**src/hw/rtl/pws_pkg.sv**
```systemverilog
package pws_pkg;

  localparam int unsigned NUM_COEFS = 12;
  localparam int unsigned DIM_W     = 13;
  localparam int unsigned CFG_IDX_W = 1;

  localparam logic FUNC_LOAD    = 1'b0;
  localparam logic FUNC_PROJECT = 1'b1;

  localparam logic [CFG_IDX_W-1:0] CFG_WIDTH  = 1'b0;
  localparam logic [CFG_IDX_W-1:0] CFG_HEIGHT = 1'b1;

  localparam logic [DIM_W-1:0] WIDTH_RST  = 13'd800;
  localparam logic [DIM_W-1:0] HEIGHT_RST = 13'd600;

  localparam logic signed [31:0] S32_MAX = 32'sh7fff_ffff;
  localparam logic signed [31:0] S32_MIN = 32'sh8000_0000;

  typedef struct packed {
    logic               func;
    logic [3:0]         coef_index;
    logic signed [31:0] coef_value;
    logic signed [31:0] pos_x;
    logic signed [31:0] pos_y;
    logic signed [31:0] pos_z;
  } pws_in_t;

  typedef struct packed {
    logic signed [31:0] screen_x;
    logic signed [31:0] screen_y;
    logic signed [31:0] clip_w;
    logic               in_front;
    logic               w_zero;
  } pws_out_t;

  typedef enum logic [3:0] {
    ST_IDLE,
    ST_MUL,
    ST_ACC,
    ST_ROW,
    ST_CHECK,
    ST_DIV_GO,
    ST_DIV_WAIT,
    ST_MAP_MUL,
    ST_MAP_ADD,
    ST_DONE
  } pws_state_e;

  typedef struct packed {
    logic       idle;
    logic       mul_clip;
    logic       acc_add;
    logic       row_end;
    logic       div_start;
    logic       mul_map;
    logic       map_add;
    logic       out_load;
    logic       axis;
    logic [3:0] slot;
  } pws_ctrl_t;

  typedef struct packed {
    logic proj_req;
    logic cw_zero;
    logic div_done;
    logic out_free;
  } pws_stat_t;

  function automatic logic signed [31:0] sat32(input logic signed [63:0] v);
    logic signed [31:0] r;
    if (v > 64'sd2147483647) begin
      r = S32_MAX;
    end else if (v < -64'sd2147483648) begin
      r = S32_MIN;
    end else begin
      r = v[31:0];
    end
    return r;
  endfunction

endpackage

```
**src/hw/rtl/pws_div.sv**
```systemverilog
module pws_div #(
  parameter int unsigned FRAC_BITS = 16
) (
  input  logic               clk_i,
  input  logic               rst_ni,
  input  logic               start_i,
  input  logic signed [31:0] num_i,
  input  logic signed [31:0] den_i,
  output logic               done_o,
  output logic signed [31:0] quot_o
);

  localparam int unsigned DW    = 32 + FRAC_BITS;
  localparam int unsigned CNT_W = $clog2(DW);

  logic              busy_q, busy_d;
  logic              done_q, done_d;
  logic [CNT_W-1:0]  cnt_q, cnt_d;
  logic [31:0]       rem_q, rem_d;
  logic [DW-1:0]     dvd_q, dvd_d;
  logic [31:0]       den_q, den_d;
  logic              neg_q, neg_d;

  logic [31:0] num_mag, den_mag;
  logic [32:0] rem_sh, diff;
  logic        ge;
  logic        hi, big_neg;

  assign num_mag = num_i[31] ? 32'(-num_i) : num_i;
  assign den_mag = den_i[31] ? 32'(-den_i) : den_i;

  // one quotient bit per cycle
  assign rem_sh = {rem_q, dvd_q[DW-1]};
  assign diff   = rem_sh - {1'b0, den_q};
  assign ge     = (rem_sh >= {1'b0, den_q});

  always_comb begin
    busy_d = busy_q;
    done_d = 1'b0;
    cnt_d  = cnt_q;
    rem_d  = rem_q;
    dvd_d  = dvd_q;
    den_d  = den_q;
    neg_d  = neg_q;
    if (start_i) begin
      busy_d = 1'b1;
      cnt_d  = '0;
      rem_d  = '0;
      dvd_d  = {num_mag, {FRAC_BITS{1'b0}}};
      den_d  = den_mag;
      neg_d  = num_i[31] ^ den_i[31];
    end else if (busy_q) begin
      rem_d = ge ? diff[31:0] : rem_sh[31:0];
      dvd_d = {dvd_q[DW-2:0], ge};
      cnt_d = cnt_q + 1'b1;
      if (cnt_q == CNT_W'(DW - 1)) begin
        busy_d = 1'b0;
        done_d = 1'b1;
      end
    end
  end

  always_ff @(posedge clk_i or negedge rst_ni) begin
    if (!rst_ni) begin
      busy_q <= 1'b0;
      done_q <= 1'b0;
      cnt_q  <= '0;
    end else begin
      busy_q <= busy_d;
      done_q <= done_d;
      cnt_q  <= cnt_d;
    end
  end

  always_ff @(posedge clk_i) begin
    rem_q <= rem_d;
    dvd_q <= dvd_d;
    den_q <= den_d;
    neg_q <= neg_d;
  end

  // saturate the signed quotient
  assign hi      = |dvd_q[DW-1:31];
  assign big_neg = hi && !((dvd_q[DW-1:32] == '0) && (dvd_q[30:0] == '0));

  always_comb begin
    if (neg_q) begin
      quot_o = big_neg ? pws_pkg::S32_MIN : $signed(32'(-dvd_q[31:0]));
    end else begin
      quot_o = hi ? pws_pkg::S32_MAX : $signed(dvd_q[31:0]);
    end
  end

  assign done_o = done_q;

  assert property (@(posedge clk_i) disable iff (!rst_ni) start_i |-> !busy_q)
    else $error("divider started while busy");
  assert property (@(posedge clk_i) disable iff (!rst_ni) done_q |-> !busy_q)
    else $error("divider done while still stepping");
  assert property (@(posedge clk_i) disable iff (!rst_ni) done_q |=> !done_q)
    else $error("divider done longer than one cycle");

endmodule

```
**config.mk**
```make
export PLATFORM = sky130hd
export DESIGN_NAME = pws_div
export DESIGN_NICKNAME = d
export VERILOG_FILES = /design/src/hw/rtl/pws_pkg.sv /design/src/hw/rtl/pws_div.sv
export SDC_FILE = /design/constraint.sdc
export NUM_CORES = 1
export LEC_CHECK = 0
export ABC_AREA = 0
export BUFFER_PORTS_ARGS = -buffer_cell sky130_fd_sc_hd__clkbuf_2
export CAP_MARGIN = 10
export CORE_UTILIZATION = 50
export CTS_CLUSTER_SIZE = 24
export DETAILED_ROUTE_END_ITERATION = 10
export PLACE_DENSITY_LB_ADDON = 0.15
export SYNTH_ARGS = -nofsm -noshare
export SYNTH_HDL_FRONTEND = slang
export SYNTH_SLANG_ARGS = --single-unit
export TNS_END_PERCENT = 20
```
**constraint.sdc**
```tcl
create_clock -name clk_i -period 3.5 [get_ports clk_i]
set_clock_uncertainty 0.2 [all_clocks]
set_input_delay 0.525 -clock clk_i [delete_from_list [all_inputs] [get_ports clk_i]]
set_output_delay 0.525 -clock clk_i [all_outputs]
set_load 0.03 [all_outputs]
```
==> results.py <==
metrics = {
    "run": {
        "max_cap_violations": 0,
    },
    "global_route": {
        "grtUsageTotal_pct": 25.3,
        "antenna_found_initial": 0,
        "grt_max_degree": 65,
        "grt_first_pass_wirelength_mm": 36.7,
        "overflow": 0,
        "grt_pass1_vias": 7373,
    },
    "setup_path": {
        "arrival_ps": 3180,
        "endpoint": "quot_o[0]",
        "startpoint": "dvd_q[0]",
        "cp_max_fo": 3,
        "crit_required_ps": 2770,
        "setup.reg_to_reg.worst_slack_ps": 300,
        "rr_worst_depth": 11,
        "cp-end-kind": "output port",
        "worst_setup_path_start_kind": "flop",
        "r2r-end": "rem_q[19]",
        "critPathKind": "flop to output port",
        "r2r-start": "den_q[4]",
    },
    "min_path": {
        "hold_class": "input port to flop",
        "whs_path_depth": 1,
    },
    "clock_tree": {
        "cts_buffers": 17,
        "cts_root_buffer": "clkbuf_16",
        "insertion_delay_ps": 420,
        "ctsLongestPathBuffers": 2,
        "htreeDepth": 4,
        "clock-sinks": 121,
        "clk_pin_slew_worst_paths_ps": 50,
        "cts_tree": "done",
    },
    "floorplanning": {
        "ios": 100,
        "fp-row-count": 48,
        "die_w_um": 135,
        "start_util_pct": 51.0,
        "die_h_um": 135,
        "core_area_um2": 17200,
        "dieArea_um2": 18100,
    },
    "finish": {
        "nets": 1241,
        "final_util_pct": 61.5,
        "diodes": 0,
        "postLayoutCellArea_um2": 10600,
        "drive_gt1_share_pct": 19.7,
        "area_delta_synth_final_pct": 20.6,
        "fillers": 1498,
    },
    "drt": {
        "num_vias": 8116,
        "dr.pass1.iters": 6,
        "dr.first_iter.drc_count": 651,
        "wl_mm": 22.0,
        "routedWlPerCell_um": 16.0,
        "drt-vias-per-instance": 5.90,
        "drc": 0,
        "antenna_left": 0,
    },
    "synth": {
        "synth-async-reset-ratio_pct": 6.61,
        "synth_top_area_share_pct": 22.2,
        "syn-instance-count": 1020,
        "yosysSeqAreaShare_pct": 35.4,
        "ys_seq_elements": 121,
        "synth-edff-count": 65,
        "syn_area_um2": 8790,
        "yosysTopAreaCell": "edfxtp_1",
        "synth_area_per_cell_um2": 8.62,
        "synth_flop_cell": "edfxtp_1",
        "yosys_warnings": 0,
        "ys_types": 66,
        "syn_nets": 1124,
        "ys_top_cells_by_area": "edfxtp_1 (22%), dfxtp_1 (11%), xnor2_1 (7.3%), ha_1 (5.1%), nand2_1 (4.9%)",
    },
    "timing": {
        "finalCritPeriodShare_pct": 112,
        "min_period_ps": 3910,
        "hold_viol_final": 0,
        "tightest_slew_ps": 776,
        "fmax_mhz": 256,
        "setup_violations": 32,
        "slew_headroom_pct": 48.2,
        "drv_slew": 0,
        "grt_setup_unrepaired": "yes",
        "final.setup.worst_slack_ps": -408,
    },
    "placed_design": {
        "gp_congestion": 0.900,
        "dp_slack_ps": -80.6,
        "placed_cell_area_um2": 9790,
        "portBuffers": 99,
        "dp_hpwl_mm": 15.7,
    },
    "pwr": {
        "p_leak_nw": 4.48,
        "vdd_drop_max_mv": 0.382,
        "powerDensity_nw_per_um2": 618,
    },
    "run_status": {
        "status": "finished, violations left",
        "violations": "negative setup slack",
    },
}
worst min-delay path by stage:
stage               endpoint      from
floorplan             busy_q    rst_ni
global placement    cnt_q[5]    rst_ni
detailed placement  cnt_q[5]    rst_ni
CTS                 den_q[0]  den_i[0]
global route        den_q[0]  den_i[0]
finish              den_q[0]  den_i[0]
critical path: stages, from the launching register on:
cell and delay [ps]:
dfxtp_2 320, inv_2 70, ha_4 130, nor3b_4 170, and3_4 220, nand4b_4 110, or3_1 390, or3_4 340
or4_4 440, o21a_1 200, o31ai_2 180, buf_4 190
kinds of logic after synthesis:
logic type                 count (synthesis)  synth area share, %
muxes                                     19                 2.16
xor gates and xnor gates                  86                 8.57
DFF                                      121                 35.4
buffers and inverters                    118                 5.14
AOI/OAI and AO/OA                        291                 23.8
and+or+nand+nor                          348                 19.5
adders and majority gates                 37                 5.35
cells in the final DEF (no fill, tap or decap), drive strengths merged, types with 36 or more instances in the layout:
master    n
a21oi    37
buf      84
clkbuf   97
dfxtp    48
edfxtp   65
ha       36
inv      59
nand2   115
nor2     82
o21ai    62
xnor2    73
Yosys cell counts, drive strengths merged (6+ instances only):
master / instances
nand2: 115
nor2: 82
xnor2: 73
edfxtp: 65
o21ai: 62
inv: 59
dfxtp: 48
clkbuf: 47
a21oi: 37
ha: 36
a22o: 31
o311ai: 27
o31ai: 25
nand3: 24
nor3: 24
mux2i: 19
o41ai: 17
a21o: 14
or4: 14
a311oi: 13
nor4: 13
or3: 13
xor2: 13
buf: 12
nand2b: 12
nand4: 12
dfrtp: 8
or2: 8
a211oi: 7
o21a: 7
a31oi: 6
and2: 6
nand4b: 6
repair_timing:
item | CTS | global route
setup buffers | 1 | 1
setup endpoints to repair | 31 | 32
pin swaps | 3 | 4
resized for setup | 48 | 38
hold endpoints to repair | 8 | 0
hold buffers | 1 | 0
flip-flops by register name (all words and copies together), names as in the netlist:
name and count:
done_o 1, neg_q 1, busy_q 1, cnt_q 6, rem_q 32, dvd_q 48
den_q 32
per-stage QoR:
step	hold slack [ps]	instances	setup TNS, ps	power, mW
floorplan	29.4	1020	-3720	3.90
global placement	183	1340	-12.8	4.61
detailed placement	183	1340	-124	4.64
CTS	109	1374	-6250	6.52
global route	126	1375	-11770	6.98
finish	131	1375	-5550	6.55
cell type report:
class	count	area, um^2	area share [%]
timing repair buffer	157	1020	9.66
clock buffer	25	507	4.78
sequential	121	3120	29.4
clock inverter	7	91.3	0.861
inverter	59	221	2.09
multi-input combinational	781	5360	50.6
tap	225	282	2.65
report_power, final:
part	leakage [nW]	switching, mW	internal [mW]
combinational	3.01	1.64	1.19
clock	0.292	0.623	1.14
sequential	1.17	0.195	1.76
layer usage:
layer,vias to the layer above,wire length (um),global-route usage [%]
met2,231,10300,40.6
met5,-,0,0
met1,3807,10500,35.1
met4,0,279,7.18
met3,23,1020,4.13
li1,4055,-,-
Power figures use the tool's default switching activity.
