`src/hw/rtl/pws_pkg.sv`:
```
package pws_pkg;

  localparam int unsigned NUM_COEFS = 12;
  localparam int unsigned DIM_W     = 13;
  localparam int unsigned CFG_IDX_W = 1;

  localparam logic FUNC_LOAD    = 1'b0;
  localparam logic FUNC_PROJECT = 1'b1;

  localparam logic [CFG_IDX_W-1:0] CFG_WIDTH  = 1'b0;
  localparam logic [CFG_IDX_W-1:0] CFG_HEIGHT = 1'b1;

  localparam logic [DIM_W-1:0] WIDTH_RST  = 13'd800;
  localparam logic [DIM_W-1:0] HEIGHT_RST = 13'd600;

  localparam logic signed [31:0] S32_MAX = 32'sh7fff_ffff;
  localparam logic signed [31:0] S32_MIN = 32'sh8000_0000;

  typedef struct packed {
    logic               func;
    logic [3:0]         coef_index;
    logic signed [31:0] coef_value;
    logic signed [31:0] pos_x;
    logic signed [31:0] pos_y;
    logic signed [31:0] pos_z;
  } pws_in_t;

  typedef struct packed {
    logic signed [31:0] screen_x;
    logic signed [31:0] screen_y;
    logic signed [31:0] clip_w;
    logic               in_front;
    logic               w_zero;
  } pws_out_t;

  typedef enum logic [3:0] {
    ST_IDLE,
    ST_MUL,
    ST_ACC,
    ST_ROW,
    ST_CHECK,
    ST_DIV_GO,
    ST_DIV_WAIT,
    ST_MAP_MUL,
    ST_MAP_ADD,
    ST_DONE
  } pws_state_e;

  typedef struct packed {
    logic       idle;
    logic       mul_clip;
    logic       acc_add;
    logic       row_end;
    logic       div_start;
    logic       mul_map;
    logic       map_add;
    logic       out_load;
    logic       axis;
    logic [3:0] slot;
  } pws_ctrl_t;

  typedef struct packed {
    logic proj_req;
    logic cw_zero;
    logic div_done;
    logic out_free;
  } pws_stat_t;

  function automatic logic signed [31:0] sat32(input logic signed [63:0] v);
    logic signed [31:0] r;
    if (v > 64'sd2147483647) begin
      r = S32_MAX;
    end else if (v < -64'sd2147483648) begin
      r = S32_MIN;
    end else begin
      r = v[31:0];
    end
    return r;
  endfunction

endpackage

```
`src/hw/rtl/pws_ctrl.sv`:
```
module pws_ctrl (
  input  logic                clk_i,
  input  logic                rst_ni,
  input  pws_pkg::pws_stat_t  stat_i,
  output pws_pkg::pws_ctrl_t  ctrl_o
);

  pws_pkg::pws_state_e state_q, state_d;
  logic [3:0]          slot_q, slot_d;
  logic                axis_q, axis_d;

  always_comb begin
    state_d = state_q;
    slot_d  = slot_q;
    axis_d  = axis_q;
    case (state_q)
      pws_pkg::ST_IDLE: begin
        if (stat_i.proj_req) begin
          state_d = pws_pkg::ST_MUL;
          slot_d  = '0;
        end
      end
      pws_pkg::ST_MUL: begin
        state_d = pws_pkg::ST_ACC;
      end
      pws_pkg::ST_ACC: begin
        slot_d  = slot_q + 4'd1;
        state_d = (slot_q[1:0] == 2'd2) ? pws_pkg::ST_ROW : pws_pkg::ST_MUL;
      end
      pws_pkg::ST_ROW: begin
        slot_d  = slot_q + 4'd1;
        state_d = (slot_q[3:2] == 2'd2) ? pws_pkg::ST_CHECK : pws_pkg::ST_MUL;
      end
      pws_pkg::ST_CHECK: begin
        axis_d  = 1'b0;
        state_d = stat_i.cw_zero ? pws_pkg::ST_DONE : pws_pkg::ST_DIV_GO;
      end
      pws_pkg::ST_DIV_GO: begin
        state_d = pws_pkg::ST_DIV_WAIT;
      end
      pws_pkg::ST_DIV_WAIT: begin
        if (stat_i.div_done) begin
          state_d = pws_pkg::ST_MAP_MUL;
        end
      end
      pws_pkg::ST_MAP_MUL: begin
        state_d = pws_pkg::ST_MAP_ADD;
      end
      pws_pkg::ST_MAP_ADD: begin
        if (!axis_q) begin
          axis_d  = 1'b1;
          state_d = pws_pkg::ST_DIV_GO;
        end else begin
          state_d = pws_pkg::ST_DONE;
        end
      end
      pws_pkg::ST_DONE: begin
        if (stat_i.out_free) begin
          state_d = pws_pkg::ST_IDLE;
        end
      end
      default: begin
        state_d = pws_pkg::ST_IDLE;
      end
    endcase
  end

  always_comb begin
    ctrl_o          = '0;
    ctrl_o.axis     = axis_q;
    ctrl_o.slot     = slot_q;
    case (state_q)
      pws_pkg::ST_IDLE:     ctrl_o.idle      = 1'b1;
      pws_pkg::ST_MUL:      ctrl_o.mul_clip  = 1'b1;
      pws_pkg::ST_ACC:      ctrl_o.acc_add   = 1'b1;
      pws_pkg::ST_ROW:      ctrl_o.row_end   = 1'b1;
      pws_pkg::ST_DIV_GO:   ctrl_o.div_start = 1'b1;
      pws_pkg::ST_MAP_MUL:  ctrl_o.mul_map   = 1'b1;
      pws_pkg::ST_MAP_ADD:  ctrl_o.map_add   = 1'b1;
      pws_pkg::ST_DONE:     ctrl_o.out_load  = stat_i.out_free;
      default:              ctrl_o.idle      = 1'b0;
    endcase
  end

  always_ff @(posedge clk_i or negedge rst_ni) begin
    if (!rst_ni) begin
      state_q <= pws_pkg::ST_IDLE;
      slot_q  <= '0;
      axis_q  <= 1'b0;
    end else begin
      state_q <= state_d;
      slot_q  <= slot_d;
      axis_q  <= axis_d;
    end
  end

endmodule

```
`config.mk`:
```
export PLATFORM = sky130hd
export DESIGN_NAME = pws_ctrl
export DESIGN_NICKNAME = d
export VERILOG_FILES = /design/src/hw/rtl/pws_pkg.sv /design/src/hw/rtl/pws_ctrl.sv
export SDC_FILE = /design/constraint.sdc
export NUM_CORES = 1
export LEC_CHECK = 0
export BUFFER_PORTS_ARGS = -buffer_cell sky130_fd_sc_hd__buf_2
export CAP_MARGIN = 20
export CORE_MARGIN = 2
export CORE_UTILIZATION = 40
export CTS_CLUSTER_DIAMETER = 50
export DETAILED_ROUTE_END_ITERATION = 16
export PLACE_DENSITY = 0.73
export SYNTH_ARGS = -nofsm -noshare
export SYNTH_HDL_FRONTEND = slang
export SYNTH_SLANG_ARGS = --single-unit
```
`constraint.sdc`:
```
create_clock -name clk_i -period 1.84 [get_ports clk_i]
set_clock_uncertainty 0.05 [all_clocks]
set_input_delay 0.184 -clock clk_i [delete_from_list [all_inputs] [get_ports clk_i]]
set_output_delay 0.184 -clock clk_i [all_outputs]
set_load 0.02 [all_outputs]
```
==> flow_summary_export.csv, run 1 <==
group,metric,value,unit
status,run_status,"finished, final reports clean",
setup_path,critical_path_arrival,1.48,ns
clock_tree,cts_tree,"built",
timing,period_minus_slack,1.72,ns
drt,routed_wire_length_per_instance,13.3,um
finish,ant_diodes,0,
drt,detail_route.vias_per_cell,5.70,
clock_tree,clk_root_buffer_cell,"sky130_fd_sc_hd__clkbuf_4",
placed_design,post-dp-hpwl,989,um
timing,setup_viol_count_final,0,
logic_synthesis,post-synth-top-area-cell,"sky130_fd_sc_hd__dfrtp_1",
drt,routed_wl,1430,um
timing,setup-tns-final,0,ns
logic_synthesis,yosys_most_used_dff,"sky130_fd_sc_hd__dfrtp_1",
clock_tree,clock_insertion_delay_worst_skew,0.26,ns
logic_synthesis,ys_top_cells_by_area,"sky130_fd_sc_hd__dfrtp_1 (36%), sky130_fd_sc_hd__nor3_1 (5.6%), sky130_fd_sc_hd__o21ai_0 (5.6%), sky130_fd_sc_hd__a21oi_1 (4.8%), sky130_fd_sc_hd__buf_2 (4.8%)",
placed_design,routabilityCongestion,0.831,
setup_path,worstPathMaxFanout,17,
timing,slew_violations,0,
timing,max_clock_freq,583,MHz
logic_synthesis,syn_nets,84,
die,core_area,0.00149,mm^2
clock_tree,clk_path_buf_depth,2,
setup_path,cp_cell_sequence,"or3b_4 > nor2_1 > buf_2",
finish,finish.cell_count_without_fillers,108,
finish,final_core_utilization,50.2,%
finish,area.growth.synth_to_final,18.7,%
global_routing,global_route.usage.total,16.9,%
min_path,min_path_type,"in2reg",
clock_tree,clkSlewWorstSetupHoldPaths,0.07,ns
drt,vias,616,
timing,worst_slew_pin_slew,0.418,ns
setup_path,timing.critical_path.max_delay_family,"flip-flops",
drt,dr.pass1.iters,4,
placed_design,place_ws,0.315,ns
logic_synthesis,ys_seq_area_share,35.8,%
logic_synthesis,ys_top_cells_by_count,"sky130_fd_sc_hd__dfrtp_1 (9), sky130_fd_sc_hd__nor3_1 (7), sky130_fd_sc_hd__o21ai_0 (7), sky130_fd_sc_hd__a21oi_1 (6), sky130_fd_sc_hd__buf_2 (6)",
placed_design,post_dp_cell_area,702,um^2
logic_synthesis,netlist_area,629,um^2
timing,timing.final.crit_share,93.2,%
die,floorplan.rows,14,
logic_synthesis,synthArstFlopShare,100,%
timing,hold_ws,0.0911,ns
finish,final_layout_size_suffix_gt1_share,30.4,%
setup_path,worst_path_largest_cell_delay,0.53,ns
timing,setup_ws,0.124,ns
global_routing,grt_start_max_net_pins,19,
setup_path,timing.critical_path.buf_inv,1,
timing,timing_hold_violations_final,0,
logic_synthesis,synthesis_stage_register_bit_count,9,
setup_path,critPathCaptureType,"output port",
logic_synthesis,yosysWarningCount,0,
global_routing,grt_first_pass_wirelength,2330,um
global_routing,use_met3,2.50,%
global_routing,number_of_global_route_vias_before_repair,540,
setup_path,crit_path_start_kind,"flip-flop",
clock_tree,cts_buffers,3,
timing,worst_slew_margin_rel,71.9,%
die,die_y,43.7,um
pwr,p_leak,0.348,nW
pwr,power_density,1810,mW/mm^2
die,boundaryPins,19,
logic_synthesis,synth_top_area_share,35.8,%
die,die-area,0.00191,mm^2
clock_tree,cts_setup_buffers,0,
logic_synthesis,syn_inst,76,
logic_synthesis,yosys.cell_count.top_type,"sky130_fd_sc_hd__dfrtp_1",
drt,route.detailed.drc,0,
logic_synthesis,postSynthAreaPerCell,8.28,um^2
placed_design,port-buffer-count,18,
clock_tree,clock_sinks,9,
drt,ant_nets,0,
setup_path,critical_path_class,"reg2out",
pwr,ir_drop,935,uV
finish,finalNetCount,101,
die,floorplan.initialDensity,42.3,%
run,max_cap_violations,0,
pwr,post-layout-total-power,1.35,mW
finish,stdcell_area,747,um^2
clock_tree,cts_max_level,1,
global_routing,grt_antenna_before_repair,0,
drt,drt_iter0_markers,9,
global_routing,most_crowded_layer_gr,"met2",
global_routing,gr-total-overflow,0,
global_routing,global_route.usage.met2,26.5,%
timing,grt_setup_unrepaired,"false",
global_routing,global_route.usage.met1,20.7,%
setup_path,worstPathRequired,1.61,ns
logic_synthesis,synth.lib_cells_used.distinct,25,
setup_path,crit_slowest_cell,"sky130_fd_sc_hd__dfrtp_2",
die,die_x,43.7,um
placed_design,placed_cells_incl_taps,103,
logic_synthesis,synth_edf_count,0,
[cells by family (layout without fill, tap and decap cells)]
logic type | count (synthesis) | after routing | share of synthesized area [%]
compound gates | 23 | 23 | 23.7
fa+ha+maj | 2 | 2 | 3.98
buf+inv | 11 | 27 | 8.95
flops | 9 | 9 | 35.8
mux | 1 | 1 | 1.79
simple gates | 30 | 30 | 25.8
[cells in the final DEF, fill, tap and decap left out, drive strengths merged, types with 2 or more instances in the layout]
| cell | netlist | final |
|---|---|---|
| o22ai | 2 | 2 |
| nor2b | 3 | 3 |
| inv | 3 | 3 |
| clkbuf | 0 | 4 |
| a21oi | 6 | 6 |
| o31ai | 2 | 2 |
| nor4 | 2 | 2 |
| nor3b | 2 | 2 |
| nor3 | 7 | 7 |
| a22o | 2 | 2 |
| buf | 8 | 19 |
| nor2 | 5 | 5 |
| o21ai | 7 | 7 |
| dfrtp | 9 | 9 |
| nand2b | 4 | 4 |
| ha | 2 | 2 |
| nand2 | 4 | 4 |
| o2bb2ai | 2 | 2 |
[path summary, 6_finish.rpt]
kind / to / cells past startpoint / slack [ns] / startpoint
worst min register to register: slot_q[0]$_DFFE_PN0P_ / 1 / 0.53 / slot_q[0]$_DFFE_PN0P_
min in group asynchronous: slot_q[1]$_DFFE_PN0P_ / 2 / 0.27 / rst_ni
worst max register to register: state_q[0]$_DFFE_PN0P_ / 4 / 0.44 / state_q[1]$_DFFE_PN0P_
worst min-delay path: state_q[0]$_DFFE_PN0P_ / 2 / 0.09 / stat_i[0]
max in group asynchronous: state_q[2]$_DFFE_PN0P_ / 2 / 1.27 / rst_ni
worst max-delay path: ctrl_o[10] / 3 / 0.12 / state_q[1]$_DFFE_PN0P_
[power breakdown]
| part | switching, mW | leakage (nW) | internal (mW) |
|---|---|---|---|
| Sequential | 0.197 | 0.110 | 0.284 |
| Clock | 0.0704 | 0.0150 | 0.0836 |
| Combinational | 0.406 | 0.223 | 0.308 |
[cell type report]
class	count	area, um^2
clock buffers	4	26.3
fillers	147	742
inverters	3	11.3
multi-input cells	56	354
flip-flops and latches	9	228
well taps	16	20.0
repair buffers	20	108
[registers in the layout, summed over array words and instances, names as in the netlist]
name	flops
slot_q	4
axis_q	1
state_q	4
[routing by layer]
| layer | part of all wire (%) | up-vias |
|---|---|---|
| met1 | 44 | 290 |
| li1 | - | 304 |
| met3 | 5.2 | 2 |
| met2 | 49 | 20 |
| met4 | 1.3 | 0 |
| met5 | 0 | - |
[repair_timing]
action	CTS	global route
hold endpoints to repair	9	0
resized for setup	0	3
endpoints found under the setup margin	0	3
hold buffers	1	0
Note: power is estimated with default switching activity, not from simulation.
==> run 2: changes to the inputs <==
==> constraint.sdc (replaced) <==
create_clock -name clk_i -period 1.95 [get_ports clk_i]
set_clock_uncertainty 0.05 [all_clocks]
set_input_delay 0.195 -clock clk_i [delete_from_list [all_inputs] [get_ports clk_i]]
set_output_delay 0.195 -clock clk_i [all_outputs]
set_load 0.02 [all_outputs]
==> run 2 against run 1 <==
  * First-iteration DRC count rose to 3.6 times the previous value
  * Critical path depth is the same
  * Count of clock-buffer cells in the layout unchanged
  * Clock power shrank 6%
  * Utilization is 0.59 points lower
  * Via count is 1.1% higher
  * Cell area down 1.2%
  * Worst hold slack better by 0.014 ns
  * Power decreased by 6.5%
  * Setup slack worse by 0.028 ns
  * Combinational power down 6.0%
==> flow_summary_export.csv, run 2 (same netlist as run 1, synthesis figures left out) <==
group,metric,value,unit
timing,grt_setup_unrepaired,"false",
die,floorplan.initialDensity,42.3,%
placed_design,post_dp_cell_area,702,um^2
finish,stdcell_area,738,um^2
finish,final_layout_size_suffix_gt1_share,27.2,%
setup_path,critical_path_class,"reg2out",
finish,layout.cells.most_common_list,"sky130_fd_sc_hd__buf_2 (18), sky130_fd_sc_hd__dfrtp_1 (9), sky130_fd_sc_hd__nor3_1 (7), sky130_fd_sc_hd__o21ai_0 (7), sky130_fd_sc_hd__a21oi_1 (6)",
timing,slew_violations,0,
drt,dr.pass1.iters,5,
timing,worst_slew_pin_slew,0.499,ns
placed_design,routabilityCongestion,0.833,
clock_tree,cts_setup_buffers,0,
placed_design,post-dp-hpwl,998,um
die,floorplan.rows,14,
setup_path,critPathCaptureType,"output port",
setup_path,worst_path_largest_cell_delay,0.63,ns
run,max_cap_violations,0,
min_path,hold_path_cells,2,
setup_path,worst-r2r-cell-count,4,
timing,setup_ws,0.0965,ns
drt,routed_wire_length_per_instance,13.4,um
timing,setup-tns-final,0,ns
clock_tree,clk_root_buffer_cell,"sky130_fd_sc_hd__clkbuf_4",
setup_path,worstPathMaxFanout,17,
timing,setup_viol_count_final,0,
clock_tree,clock_sinks,9,
global_routing,grt_first_pass_wirelength,2280,um
finish,ant_diodes,0,
placed_design,port-buffer-count,18,
drt,drt_iter0_markers,32,
finish,final_common_cell,"sky130_fd_sc_hd__buf_2",
clock_tree,clock_insertion_delay_worst_skew,0.26,ns
timing,timing_hold_violations_final,0,
pwr,p_leak,0.350,nW
die,die_y,43.7,um
die,core_area,0.00149,mm^2
clock_tree,clk_path_buf_depth,2,
timing,max_clock_freq,540,MHz
global_routing,gr-total-overflow,0,
clock_tree,cts_buffers,3,
die,die_x,43.7,um
timing,period_minus_slack,1.85,ns
clock_tree,cts_max_level,1,
setup_path,crit_path_start_kind,"flip-flop",
drt,route.detailed.drc,0,
status,run_status,"finished, final reports clean",
min_path,min_path_type,"in2reg",
drt,vias,623,
timing,worst_slew_margin_rel,66.7,%
timing,hold_ws,0.105,ns
placed_design,place_ws,0.396,ns
setup_path,worstPathRequired,1.70,ns
clock_tree,post_cts_resize_count,0,
setup_path,crit_slowest_cell,"sky130_fd_sc_hd__dfrtp_1",
die,die-area,0.00191,mm^2
setup_path,critical_path_arrival,1.61,ns
timing,timing.final.crit_share,95.0,%
clock_tree,clkSlewWorstSetupHoldPaths,0.06,ns
drt,ant_nets,0,
global_routing,grt_start_max_net_pins,19,
finish,area.growth.synth_to_final,17.3,%
finish,reg.largest.list,"slot_q: 4 flops, state_q: 4 flops, axis_q: 1 flops",
global_routing,global_route.usage.total,16.0,%
clock_tree,postCtsHoldBufs,1,
die,boundaryPins,19,
global_routing,grt_antenna_before_repair,0,
setup_path,cp_cell_sequence,"or3b_4 > nor2_1 > buf_2",
drt,detail_route.vias_per_cell,5.77,
global_routing,number_of_global_route_vias_before_repair,530,
pwr,power_density,1710,mW/mm^2
finish,finalNetCount,101,
clock_tree,cts_tree,"built",
drt,routed_wl,1440,um
pwr,ir_drop,1180,uV
## run 2: changes by cell type in the layout (fill, tap and decap cells not counted)
cell and delta:
sky130_fd_sc_hd__dfrtp_1 +2, sky130_fd_sc_hd__dfrtp_2 -2, sky130_fd_sc_hd__nor4_1 +1, sky130_fd_sc_hd__nor4_2 -1
## run 2: metrics by stage
stage	instances	power [mW]	utilization [%]
after floorplan	76	0.938	-
after global placement	103	1.09	47.1
after detailed placement	103	1.11	47.1
after CTS	108	1.26	49.6
after global routing	108	1.36	49.6
final	108	1.26	49.6
## run 2: cell type report
cell class                      instances  area, um^2
Multi-Input combinational cell         56         348
Fill cell                             138         751
Inverter                                3        11.3
Sequential cell                         9         225
Tap cell                               16        20.0
Clock buffer                            4        26.3
Timing Repair Buffer                   20         108
## run 2: worst max-delay path, delay by kind of cell (launching register included)
kind	cells	cell delay [ns]
buffers and inverters	1	0.17
DFF	1	0.63
and+or+nand+nor	2	0.55
## run 2: power breakdown
group | switching [mW] | total (mW) | leakage [nW] | internal (mW)
logic | 0.387 | 0.672 | 0.222 | 0.285
clock network | 0.0655 | 0.144 | 0.0150 | 0.0789
registers | 0.181 | 0.445 | 0.113 | 0.264
total | 0.633 | 1.26 | 0.350 | 0.628
## run 2: routing by layer
layer	routed length, um	global-route usage [%]
met5	0	0
met2	639	24.4
met1	665	21.4
met4	19	9.09
met3	118	2.50
## run 2: path summary, 6_finish.rpt
check,start,to,slack [ns]
max,state_q[1]$_DFFE_PN0P_,ctrl_o[10],0.1
min,stat_i[0],state_q[0]$_DFFE_PN0P_,0.10
max reg2reg,state_q[1]$_DFFE_PN0P_,state_q[0]$_DFFE_PN0P_,0.40
min reg2reg,slot_q[0]$_DFFE_PN0P_,slot_q[0]$_DFFE_PN0P_,0.52
max in group asynchronous,rst_ni,axis_q$_DFFE_PN0P_,1.39
min in group asynchronous,rst_ni,slot_q[1]$_DFFE_PN0P_,0.28
